## src/rtl/mrfdf_pkg.sv

```systemverilog
package mrfdf_pkg;

    localparam int HEADER_BITS     = 16;
    localparam int MAX_FRAME_BYTES = 2048;

    localparam logic [15:0] CRC16_POLY = 16'h1021;
    localparam logic [31:0] CRC32_POLY = 32'hEDB88320;
    localparam logic [31:0] CRC32_INIT = 32'hFFFFFFFF;
    localparam logic [8:0]  PN9_SEED   = 9'h1FF;

    localparam logic [1:0] STATUS_BUSY    = 2'd0;
    localparam logic [1:0] STATUS_OK      = 2'd1;
    localparam logic [1:0] STATUS_FAIL    = 2'd2;
    localparam logic [1:0] STATUS_OVERRUN = 2'd3;

    typedef struct packed {
        logic data_bit;
        logic sync_flag;
    } t_in_item;

    typedef struct packed {
        logic [7:0]  byte_value;
        logic [10:0] byte_index;
        logic [15:0] header_word;
        logic        is_last;
        logic [1:0]  frame_status;
    } t_out_item;

    typedef struct packed {
        logic        load16;
        logic        load32;
        logic        step16;
        logic        step32;
        logic        data_bit;
        logic [15:0] seed;
    } t_crc_ctrl;

endpackage

```

## src/rtl/mrfsk_frame_deframer.sv

```systemverilog
// MR-FSK frame deframer: one received bit per input transaction, with the
// correlator sync flag, and one output transaction per finished payload byte.
// Both channels use valid and stall; a transaction completes on a clock edge
// with valid high and stall low. The input stall is low while the sequencer
// is idle, so a bit that does not complete a byte leaves the input ready.
// A bit that completes a payload byte starts the bit-serial sequencer: PN9
// dewhitening when whitening is on, a bitwise CRC update (cut short when the
// byte lies outside the CRC-32 span), a bookkeeping step, up to 32 bits of
// zero padding at the end of a short CRC-32 frame, and a step that loads the
// output register. The shared CRC unit takes one bit per cycle.
// The CRC-16 seed register r_seed is written with i_cfg_we and i_cfg_data;
// the user must write it only while idle, as the block does not enforce it.
// A result waits in the output register while the receiver stalls; the block
// keeps accepting bits meanwhile. Its input stalls while the sequencer runs,
// and also while the next byte is ready and the output register is still occupied.
// Reset is synchronous and active low; it returns the block to sync search
// with an empty output register and a zero seed.
module mrfsk_frame_deframer (
    input  logic                 i_clk,
    input  logic                 i_rst_n,
    input  logic                 i_in_valid,
    output logic                 o_in_stall,
    input  mrfdf_pkg::t_in_item  i_in_item,
    output logic                 o_out_valid,
    input  logic                 i_out_stall,
    output mrfdf_pkg::t_out_item o_out_item,
    input  logic                 i_cfg_we,
    input  logic [15:0]          i_cfg_data
);
    import mrfdf_pkg::*;

    localparam logic [1:0] PH_SEARCH  = 2'd0;
    localparam logic [1:0] PH_HEADER  = 2'd1;
    localparam logic [1:0] PH_PAYLOAD = 2'd2;

    localparam logic [2:0] ST_IDLE  = 3'd0;
    localparam logic [2:0] ST_WHITE = 3'd1;
    localparam logic [2:0] ST_CRC   = 3'd2;
    localparam logic [2:0] ST_POST  = 3'd3;
    localparam logic [2:0] ST_PAD   = 3'd4;
    localparam logic [2:0] ST_EMIT  = 3'd5;

    logic [2:0]  r_state;
    logic [1:0]  r_phase;
    logic [15:0] r_header;
    logic [4:0]  r_hdr_cnt;
    logic [7:0]  r_byte;
    logic [2:0]  r_bit_cnt;
    logic [11:0] r_bytes_rx;
    logic [8:0]  r_lfsr;
    logic [31:0] r_tail;
    logic [2:0]  r_step;
    logic        r_crc32_on;
    logic [5:0]  r_pad;
    logic [10:0] r_idx;
    logic        r_last;
    logic [1:0]  r_status;
    logic        r_need_cmp;
    logic [15:0] r_seed;
    logic        r_out_valid;
    t_out_item   r_out_item;

    logic        w_accept;
    logic        w_bit;
    logic [10:0] w_len;
    logic        w_dw;
    logic        w_fcs16;
    logic [15:0] w_hdr_next;
    logic [4:0]  w_hdr_cnt_next;
    logic [11:0] w_cnt_next;
    logic        w_out_free;
    logic [15:0] w_crc16;
    logic [31:0] w_crc32;
    t_crc_ctrl   w_ctrl;

    assign o_in_stall = (r_state != ST_IDLE);
    assign w_accept   = i_in_valid && !o_in_stall;
    assign w_bit      = i_in_item.data_bit;
    assign w_len      = r_header[10:0];
    assign w_dw       = r_header[11];
    assign w_fcs16    = r_header[12];
    assign w_hdr_next = {r_header[14:0], w_bit};
    assign w_hdr_cnt_next = r_hdr_cnt + 5'd1;
    assign w_cnt_next = r_bytes_rx + 12'd1;
    assign w_out_free = !r_out_valid || !i_out_stall;

    always_comb begin
        w_ctrl          = '0;
        w_ctrl.seed     = r_seed;
        w_ctrl.data_bit = 1'b0;
        if (w_accept && r_phase == PH_HEADER
                && w_hdr_cnt_next == 5'(HEADER_BITS)) begin
            w_ctrl.load16 = w_hdr_next[12];
            w_ctrl.load32 = !w_hdr_next[12];
        end
        if (r_state == ST_CRC) begin
            w_ctrl.step16   = w_fcs16;
            w_ctrl.step32   = !w_fcs16 && r_crc32_on;
            w_ctrl.data_bit = w_fcs16 ? r_byte[3'd7 - r_step] : r_byte[r_step];
        end
        if (r_state == ST_PAD) begin
            w_ctrl.step32 = 1'b1;
        end
    end

    mrfdf_crc_unit u_crc (
        .i_clk   (i_clk),
        .i_rst_n (i_rst_n),
        .i_ctrl  (w_ctrl),
        .o_crc16 (w_crc16),
        .o_crc32 (w_crc32)
    );

    always_ff @(posedge i_clk) begin
        if (!i_rst_n) begin
            r_state     <= ST_IDLE;
            r_phase     <= PH_SEARCH;
            r_header    <= 16'd0;
            r_hdr_cnt   <= 5'd0;
            r_byte      <= 8'd0;
            r_bit_cnt   <= 3'd0;
            r_bytes_rx  <= 12'd0;
            r_lfsr      <= PN9_SEED;
            r_tail      <= 32'd0;
            r_step      <= 3'd0;
            r_crc32_on  <= 1'b0;
            r_pad       <= 6'd0;
            r_seed      <= 16'd0;
            r_out_valid <= 1'b0;
        end else begin
            if (i_cfg_we) begin
                r_seed <= i_cfg_data;
            end
            if (r_state == ST_EMIT && w_out_free) begin
                r_out_valid <= 1'b1;
            end else if (!i_out_stall) begin
                r_out_valid <= 1'b0;
            end
            case (r_state)
                ST_IDLE: begin
                    if (w_accept) begin
                        if (r_phase == PH_HEADER) begin
                            r_header  <= w_hdr_next;
                            r_hdr_cnt <= w_hdr_cnt_next;
                            if (w_hdr_cnt_next == 5'(HEADER_BITS)) begin
                                if (w_hdr_next[11]) begin
                                    r_lfsr <= PN9_SEED;
                                end
                                r_phase    <= PH_PAYLOAD;
                                r_bit_cnt  <= 3'd0;
                                r_byte     <= 8'd0;
                                r_bytes_rx <= 12'd0;
                                r_tail     <= 32'd0;
                            end
                        end else if (r_phase == PH_PAYLOAD) begin
                            r_byte    <= {r_byte[6:0], w_bit};
                            r_bit_cnt <= r_bit_cnt + 3'd1;
                            if (r_bit_cnt == 3'd7) begin
                                r_step     <= 3'd0;
                                r_crc32_on <= ({1'b0, r_bytes_rx} + 13'd4) < {2'b00, w_len};
                                if (w_dw) begin
                                    r_state <= ST_WHITE;
                                end else begin
                                    r_state <= ST_CRC;
                                end
                            end
                        end else begin
                            if (i_in_item.sync_flag) begin
                                r_header  <= {15'd0, w_bit};
                                r_hdr_cnt <= 5'd1;
                                r_phase   <= PH_HEADER;
                            end else begin
                                r_phase <= PH_SEARCH;
                            end
                        end
                    end
                end
                ST_WHITE: begin
                    r_byte <= {r_byte[6:0], r_byte[7] ^ r_lfsr[0]};
                    r_lfsr <= {r_lfsr[0] ^ r_lfsr[5], r_lfsr[8:1]};
                    r_step <= r_step + 3'd1;
                    if (r_step == 3'd7) begin
                        r_state <= ST_CRC;
                    end
                end
                ST_CRC: begin
                    r_step <= r_step + 3'd1;
                    if (r_step == 3'd7 || (!w_fcs16 && !r_crc32_on)) begin
                        r_state <= ST_POST;
                    end
                end
                ST_POST: begin
                    r_tail     <= {r_tail[23:0], r_byte};
                    r_idx      <= r_bytes_rx[10:0];
                    r_bytes_rx <= w_cnt_next;
                    if (w_cnt_next >= {1'b0, w_len}) begin
                        r_last  <= 1'b1;
                        r_phase <= PH_SEARCH;
                        if (w_fcs16) begin
                            r_status   <= (w_crc16 == 16'd0) ? STATUS_OK : STATUS_FAIL;
                            r_need_cmp <= 1'b0;
                            r_state    <= ST_EMIT;
                        end else if (w_len < 11'd4) begin
                            r_status   <= STATUS_FAIL;
                            r_need_cmp <= 1'b0;
                            r_state    <= ST_EMIT;
                        end else begin
                            r_status   <= STATUS_BUSY;
                            r_need_cmp <= 1'b1;
                            if (w_cnt_next < 12'd8) begin
                                r_pad   <= {3'(4'd8 - {1'b0, w_cnt_next[2:0]}), 3'b000};
                                r_state <= ST_PAD;
                            end else begin
                                r_state <= ST_EMIT;
                            end
                        end
                    end else if (w_cnt_next >= 12'(MAX_FRAME_BYTES)) begin
                        r_last     <= 1'b1;
                        r_status   <= STATUS_OVERRUN;
                        r_need_cmp <= 1'b0;
                        r_phase    <= PH_SEARCH;
                        r_state    <= ST_EMIT;
                    end else begin
                        r_last     <= 1'b0;
                        r_status   <= STATUS_BUSY;
                        r_need_cmp <= 1'b0;
                        r_state    <= ST_EMIT;
                    end
                end
                ST_PAD: begin
                    r_pad <= r_pad - 6'd1;
                    if (r_pad == 6'd1) begin
                        r_state <= ST_EMIT;
                    end
                end
                ST_EMIT: begin
                    if (w_out_free) begin
                        r_state <= ST_IDLE;
                    end
                end
                default: begin
                    r_state <= ST_IDLE;
                end
            endcase
        end
    end

    always_ff @(posedge i_clk) begin
        if (r_state == ST_EMIT && w_out_free) begin
            r_out_item.byte_value  <= r_byte;
            r_out_item.byte_index  <= r_idx;
            r_out_item.header_word <= r_header;
            r_out_item.is_last     <= r_last;
            if (r_need_cmp) begin
                r_out_item.frame_status <= (~w_crc32 == r_tail) ? STATUS_OK : STATUS_FAIL;
            end else begin
                r_out_item.frame_status <= r_status;
            end
        end
    end

    assign o_out_valid = r_out_valid;
    assign o_out_item  = r_out_item;

endmodule

```

## src/rtl/mrfdf_crc_unit.sv

```systemverilog
module mrfdf_crc_unit (
    input  logic                i_clk,
    input  logic                i_rst_n,
    input  mrfdf_pkg::t_crc_ctrl i_ctrl,
    output logic [15:0]         o_crc16,
    output logic [31:0]         o_crc32
);
    import mrfdf_pkg::*;

    logic [15:0] r_crc16;
    logic [15:0] n_crc16;
    logic [31:0] r_crc32;
    logic [31:0] n_crc32;
    logic        w_fb16;
    logic        w_fb32;

    assign w_fb16 = r_crc16[15] ^ i_ctrl.data_bit;
    assign w_fb32 = r_crc32[0] ^ i_ctrl.data_bit;

    always_comb begin
        n_crc16 = r_crc16;
        n_crc32 = r_crc32;
        if (i_ctrl.load16) begin
            n_crc16 = i_ctrl.seed;
        end else if (i_ctrl.step16) begin
            n_crc16 = {r_crc16[14:0], 1'b0} ^ (w_fb16 ? CRC16_POLY : 16'd0);
        end
        if (i_ctrl.load32) begin
            n_crc32 = CRC32_INIT;
        end else if (i_ctrl.step32) begin
            n_crc32 = {1'b0, r_crc32[31:1]} ^ (w_fb32 ? CRC32_POLY : 32'd0);
        end
    end

    always_ff @(posedge i_clk) begin
        if (!i_rst_n) begin
            r_crc16 <= 16'd0;
            r_crc32 <= CRC32_INIT;
        end else begin
            r_crc16 <= n_crc16;
            r_crc32 <= n_crc32;
        end
    end

    assign o_crc16 = r_crc16;
    assign o_crc32 = r_crc32;

endmodule

```

## config.mk

```make
export PLATFORM = sky130hd
export DESIGN_NAME = mrfsk_frame_deframer
export DESIGN_NICKNAME = d
export VERILOG_FILES = /design/src/rtl/mrfdf_pkg.sv /design/src/rtl/mrfsk_frame_deframer.sv /design/src/rtl/mrfdf_crc_unit.sv
export SDC_FILE = /design/constraint.sdc
export NUM_CORES = 1
export LEC_CHECK = 0
export ABC_CLOCK_PERIOD_IN_PS = 3800
export BUFFER_PORTS_ARGS = -buffer_cell sky130_fd_sc_hd__buf_2
export CAP_MARGIN = 0
export CORE_MARGIN = 4
export CORE_UTILIZATION = 50
export DETAILED_ROUTE_END_ITERATION = 10
export PLACE_DENSITY = 0.77
export SLEW_MARGIN = 20
export SYNTH_ARGS = -nofsm -noshare
export SYNTH_HDL_FRONTEND = slang
export SYNTH_SLANG_ARGS = --single-unit
export TNS_END_PERCENT = 10
```

## constraint.sdc

```tcl
create_clock -name i_clk -period 3.8 [get_ports i_clk]
set_clock_uncertainty 0.05 [all_clocks]
set_input_delay 0.38 -clock i_clk [delete_from_list [all_inputs] [get_ports i_clk]]
set_output_delay 0.38 -clock i_clk [all_outputs]
set_load 0.005 [all_outputs]
```

# == Word-level counts from Yosys, hierarchy flattened ==
# Cells that the tools add are included.
# totals
regBits,218
out_inout_bits,40
elab_cells,204
# op_classes
addsub,8
n_lt_le_gt_ge,7
eq_ne,34
n_mux,82
n_bitwise,10
n_reduce_logical,38
# op_table
operator,n
$mux W32,4
$mux W16,5
$pmux W32 S2,1
$mux W3,17
$mux W12,3
$mux W9,4
$eq A32 B32 Y1,1
$mux W8,4
$not A32 Y32,1
$xor A31 B32 Y32,1
$mux W2,15
$ne A2 B2 Y1 const B,15
$reduce_and A5 Y1,5
$mux W6,4
$pmux W12 S2,1
$pmux W3 S6,1
$pmux W9 S2,1
$logic_not A16 Y1,1
$pmux W8 S2,1
$reduce_and A4 Y1,4
$xor A16 B16 Y16,1
$mux W5,3
$reduce_bool A2 Y1,7
$add A12 B3 Y13 const B,1
other kinds (37),78

# == Longest topological paths before layout ==
# logic_depth
depth_word,10
ltp_mapped,11

# == Hierarchy ==
# A second synthesis with hierarchy kept.
# unflattened
hier_cells,957
area_unflattened_um2,9969.6
# by_module_without_submodules
mod,n_inst,cells_per_inst,area_each_um2,seq_area_each_um2
mrfsk_frame_deframer,1,758,7921.3,3933.8
mrfdf_crc_unit,1,199,2048.2,960.9

# == Worst setup path after synthesis ==
# OpenSTA, ideal clock, no wires.
# synth_timing
kind,reg2reg
start,register r_state[0]
end,"register r_out_item, in the netlist o_out_item[0], enable pin"
arrival_time_ns,2.782
required_ns,3.304
setup_slack_ns,0.522
stages_incl_launch_ff,5
period_less_slack_ns,3.278
path_cell_list,dfxtp_1 buf_2 buf_1 nand3_1 a21oi_1
# synth_between
elab_chain_cells,2
# synth_lines
item,line,source
from (decl),mrfsk_frame_deframer.sv:43,logic [2:0] r_state;
from (signal assigned),mrfsk_frame_deframer.sv:116,r_state <= ST_IDLE;
from (signal assigned),mrfsk_frame_deframer.sv:162,r_state <= ST_WHITE;
from (signal assigned),mrfsk_frame_deframer.sv:164,r_state <= ST_CRC;
$eq A3 B3 Y1,mrfsk_frame_deframer.sv:249,if (r_state == ST_EMIT && w_out_free) begin
$logic_and A1 B1 Y1,mrfsk_frame_deframer.sv:249,
to (decl),mrfsk_frame_deframer.sv:61,t_out_item r_out_item;
# Every way passes these cells.
# A chain may end at the register's enable or synchronous reset.

# == Worst setup path in the final report ==
# layout_timing
start,register r_bytes_rx[0]
end,register r_pad[3]
# layout_between
elab_chain_cells,7
elab_cells_between_ends,12
cone_classes,add/sub (2); order compare (2); eq/ne (2); mux (5); reduce/logical (1)
# layout_lines
item,line,source
from (decl),mrfsk_frame_deframer.sv:49,logic [11:0] r_bytes_rx;
from (signal assigned),mrfsk_frame_deframer.sv:195,r_bytes_rx <= w_cnt_next;
$add A12 B1 Y12 (*),mrfsk_frame_deframer.sv:84,assign w_cnt_next = r_bytes_rx + 12'd1;
$sub A1 B3 Y3,mrfsk_frame_deframer.sv:211,"r_pad <= {3'(4'd8 - {1'b0, w_cnt_next[2:0]}), 3'b000};"
$mux W6,mrfsk_frame_deframer.sv:210,if (w_cnt_next < 12'd8) begin
$mux W6,mrfsk_frame_deframer.sv:203,end else if (w_len < 11'd4) begin
$mux W6,mrfsk_frame_deframer.sv:199,if (w_fcs16) begin
$mux W6,mrfsk_frame_deframer.sv:196,"if (w_cnt_next >= {1'b0, w_len}) begin"
$pmux W6 S2,mrfsk_frame_deframer.sv:139,case (r_state)
to (signal assigned),mrfsk_frame_deframer.sv:211,
to (signal assigned),mrfsk_frame_deframer.sv:231,r_pad <= r_pad - 6'd1;
to (decl),mrfsk_frame_deframer.sv:54,logic [5:0] r_pad;
# Mark *: on every way between the ends. The rest lies on a longest branch, timed or not. The select of a mux whose other input is x is not followed.

==> results.json <==
{
  "status": "finished, final reports clean",
  "die_w_um": 150,
  "postSynthNetCount": 1071,
  "synthCells": 1011,
  "vdd_drop_max_uv": 325,
  "hold_path_class": "input port to register",
  "drt-initial-drc-count": 572,
  "antenna_found_initial": 0,
  "setup_tns_ns": 0,
  "grtUsageTotal_pct": 19.1,
  "finalMaxSlewViolations": 0,
  "tightest_slew_ns": 1.05,
  "initial_utilization_pct": 51.3,
  "core_um2": 19700,
  "crit_required_ns": 4.18,
  "die_area_um2": 22500,
  "layout-area-overhead-vs-synth_pct": 13.1,
  "rsz0062_at_grt": "false",
  "yosys_warnings": 0,
  "clk_pin_slew_worst_paths_ns": 0.06,
  "rows": 51,
  "dp.cells": 1284,
  "p_per_area_nw_per_um2": 431,
  "timing.fmax_ghz": 0.298,
  "wl_per_cell_um": 16.3,
  "relSlewSlack_pct": 29.8,
  "postCtsSetupBuffers": 0,
  "arrival_ns": 3.73,
  "setup-violations-final": 0,
  "io_buffers": 62,
  "insertion_delay_ns": 0.51,
  "drive_gt1_share_pct": 13.3,
  "grt_remaining_overflow": 0,
  "routed_wl_um": 21600,
  "grt_max_degree": 57,
  "fillerInstances": 1687,
  "firstDrtPassIters": 5,
  "critPathKind": "register to register",
  "place_hpwl_um": 14300,
  "critPathCaptureType": "register",
  "drc": 0,
  "finalHoldViolations": 0,
  "postCtsHoldBufs": 0,
  "fin_nets": 1105,
  "avgViaCountPerCell": 5.59,
  "gp_congestion": 0.838,
  "cp_max_fo": 12,
  "fin_cells": 1329,
  "syn_avg_cell_area_um2": 9.97,
  "ios": 63,
  "synth_enable_flop_cells": 53,
  "async_flop_share_pct": 0,
  "synthFlopType": "dfxtp_1",
  "cts_tree": "done",
  "grt_first_pass_wirelength_um": 35500,
  "ys_types": 70,
  "critPathLaunchType": "register",
  "seq_area_frac_synth_pct": 48.6,
  "vias": 7433,
  "synth_seq_cells": 218,
  "syn_area_um2": 10100,
  "ctsResizeCount": 0,
  "timing.final.crit_share_pct": 88.2,
  "clockBufferDepth": 3,
  "power_leakage_nw": 4.53,
  "clock-sinks": 218,
  "first_global_vias": 6994,
  "htreeDepth": 1,
  "fp.dieH_um": 150,
  "period_minus_slack_ns": 3.35,
  "numCtsBuffers": 24,
  "maxCapViolations": 0,
  "drtAntennaViolNets": 0,
  "cts-root-buf": "clkbuf_16"
}
-- critical path, stage by stage (launching register included) --
cell	delay, ns
dfxtp_1	0.60
ha_1	0.39
xnor2_1	0.23
inv_1	0.09
ha_1	0.30
a211o_1	0.12
a31oi_1	0.04
o31ai_1	0.41
a2111oi_4	0.13
buf_4	0.21
nor4_4	0.42
mux2i_1	0.27
-- cells by family after synthesis --
family,after synthesis,synth area share [%]
buf+inv,93,3.86
simple gates,338,16.2
compound gates,217,14.4
xor+xnor,74,8.48
fa+ha+maj,37,4.59
mux,34,3.87
flops,218,48.6
-- final timing paths --
kind	startpoint	to	slack, ns	depth (start not counted)
hold / removal	i_cfg_data[11]	r_seed[11]$_SDFFE_PN0P_	0.06	3
hold reg to reg	r_idx[2]$_DFFE_PP_	o_out_item[21]$_DFFE_PP_	0.37	0
setup / recovery	r_bytes_rx[0]$_SDFFE_PN0P_	r_pad[3]$_SDFFE_PN0P_	0.45	11
setup reg to reg	r_bytes_rx[0]$_SDFFE_PN0P_	r_pad[3]$_SDFFE_PN0P_	0.45	11
-- placed cells by master (no fill, tap or decap), drive strengths merged, types with 3 or more instances in the layout --
cell,instances
o21a,5
a41o,3
xnor2,40
nor2,83
o211ai,7
or2,3
nor2b,7
o21ai,44
nor3,18
a22oi,16
xor2,19
clkbuf,29
ha,37
edfxtp,53
inv,26
xnor3,15
nand3,52
o22ai,4
a211oi,3
and2,4
or3,7
mux2i,30
nor3b,3
buf,74
nand4,10
nand2,120
clkinvlp,5
nand3b,4
nor4,12
clkinv,7
a22o,40
a21oi,64
a31oi,8
bufinv,4
a211o,3
dfxtp,165
mux4,4
nand4b,3
-- metrics by stage --
stage	util (%)	setup slack [ns]	power, W	instance area, µm²	hold slack [ns]
after detailed placement	53.7	0.551	0.00256	10600	0.355
after global placement	53.7	0.586	0.00255	10600	0.354
after floorplan	-	0.522	0.00252	10100	0.350
final	58.0	0.450	0.00492	11400	0.0605
after global routing	58.0	0.206	0.00507	11400	0.0606
after CTS	58.0	0.467	0.00495	11400	0.0507
-- power by group --
part | total (W) | internal, W | switching, W
Clock | 0.00241 | 0.00148 | 0.000931
Combinational | 0.000117 | 0.0000393 | 0.0000779
Sequential | 0.00239 | 0.00238 | 0.0000116
-- final cells by class --
type	count	area [µm²]	area share [%]
Multi-Input combinational cell	700	4840	42.4
Clock inverter	15	193	1.69
Sequential cell	218	4890	42.9
Tap cell	265	332	2.91
Antenna cell	1	2.50	0.0220
Inverter	27	101	0.889
Timing Repair Buffer	74	400	3.51
Clock buffer	29	641	5.62
-- synthesized netlist by cell type, drive strengths merged (8+ instances only) --
| master | number | area share, % |
|---|---|---|
| a21oi | 64 | 3.2 |
| a22o | 40 | 3.5 |
| a22oi | 16 | 1.2 |
| a31oi | 8 | 0.50 |
| buf | 23 | 1.3 |
| clkbuf | 43 | 1.6 |
| dfxtp | 165 | 33 |
| edfxtp | 53 | 16 |
| ha | 37 | 4.6 |
| inv | 25 | 0.93 |
| mux2i | 30 | 3.0 |
| nand2 | 120 | 4.5 |
| nand3 | 52 | 2.7 |
| nand4 | 10 | 0.77 |
| nor2 | 83 | 3.1 |
| nor3 | 18 | 1.2 |
| nor4 | 12 | 0.89 |
| o21ai | 44 | 2.2 |
| xnor2 | 40 | 3.5 |
| xnor3 | 15 | 3.4 |
| xor2 | 19 | 1.7 |
-- per-layer routing --
metal	part of all wire, %	global-route usage, %	vias to the layer above
li1	-	-	3683
met1	47	27.3	3505
met2	46	30.1	216
met3	6.1	3.15	29
met4	1.7	4.89	0
met5	0	0	-
-- sequential cells by signal (all words and copies together) (netlist names), 5 cells and up --
register and cells:
o_out_item 38, r_byte 8, r_bytes_rx 12, r_hdr_cnt 5, r_header 16, r_idx 11
r_lfsr 9, r_pad 6, r_seed 16, r_tail 32, u_crc.o_crc16 16, u_crc.o_crc32 32
Note: power is estimated with default switching activity, not from simulation.
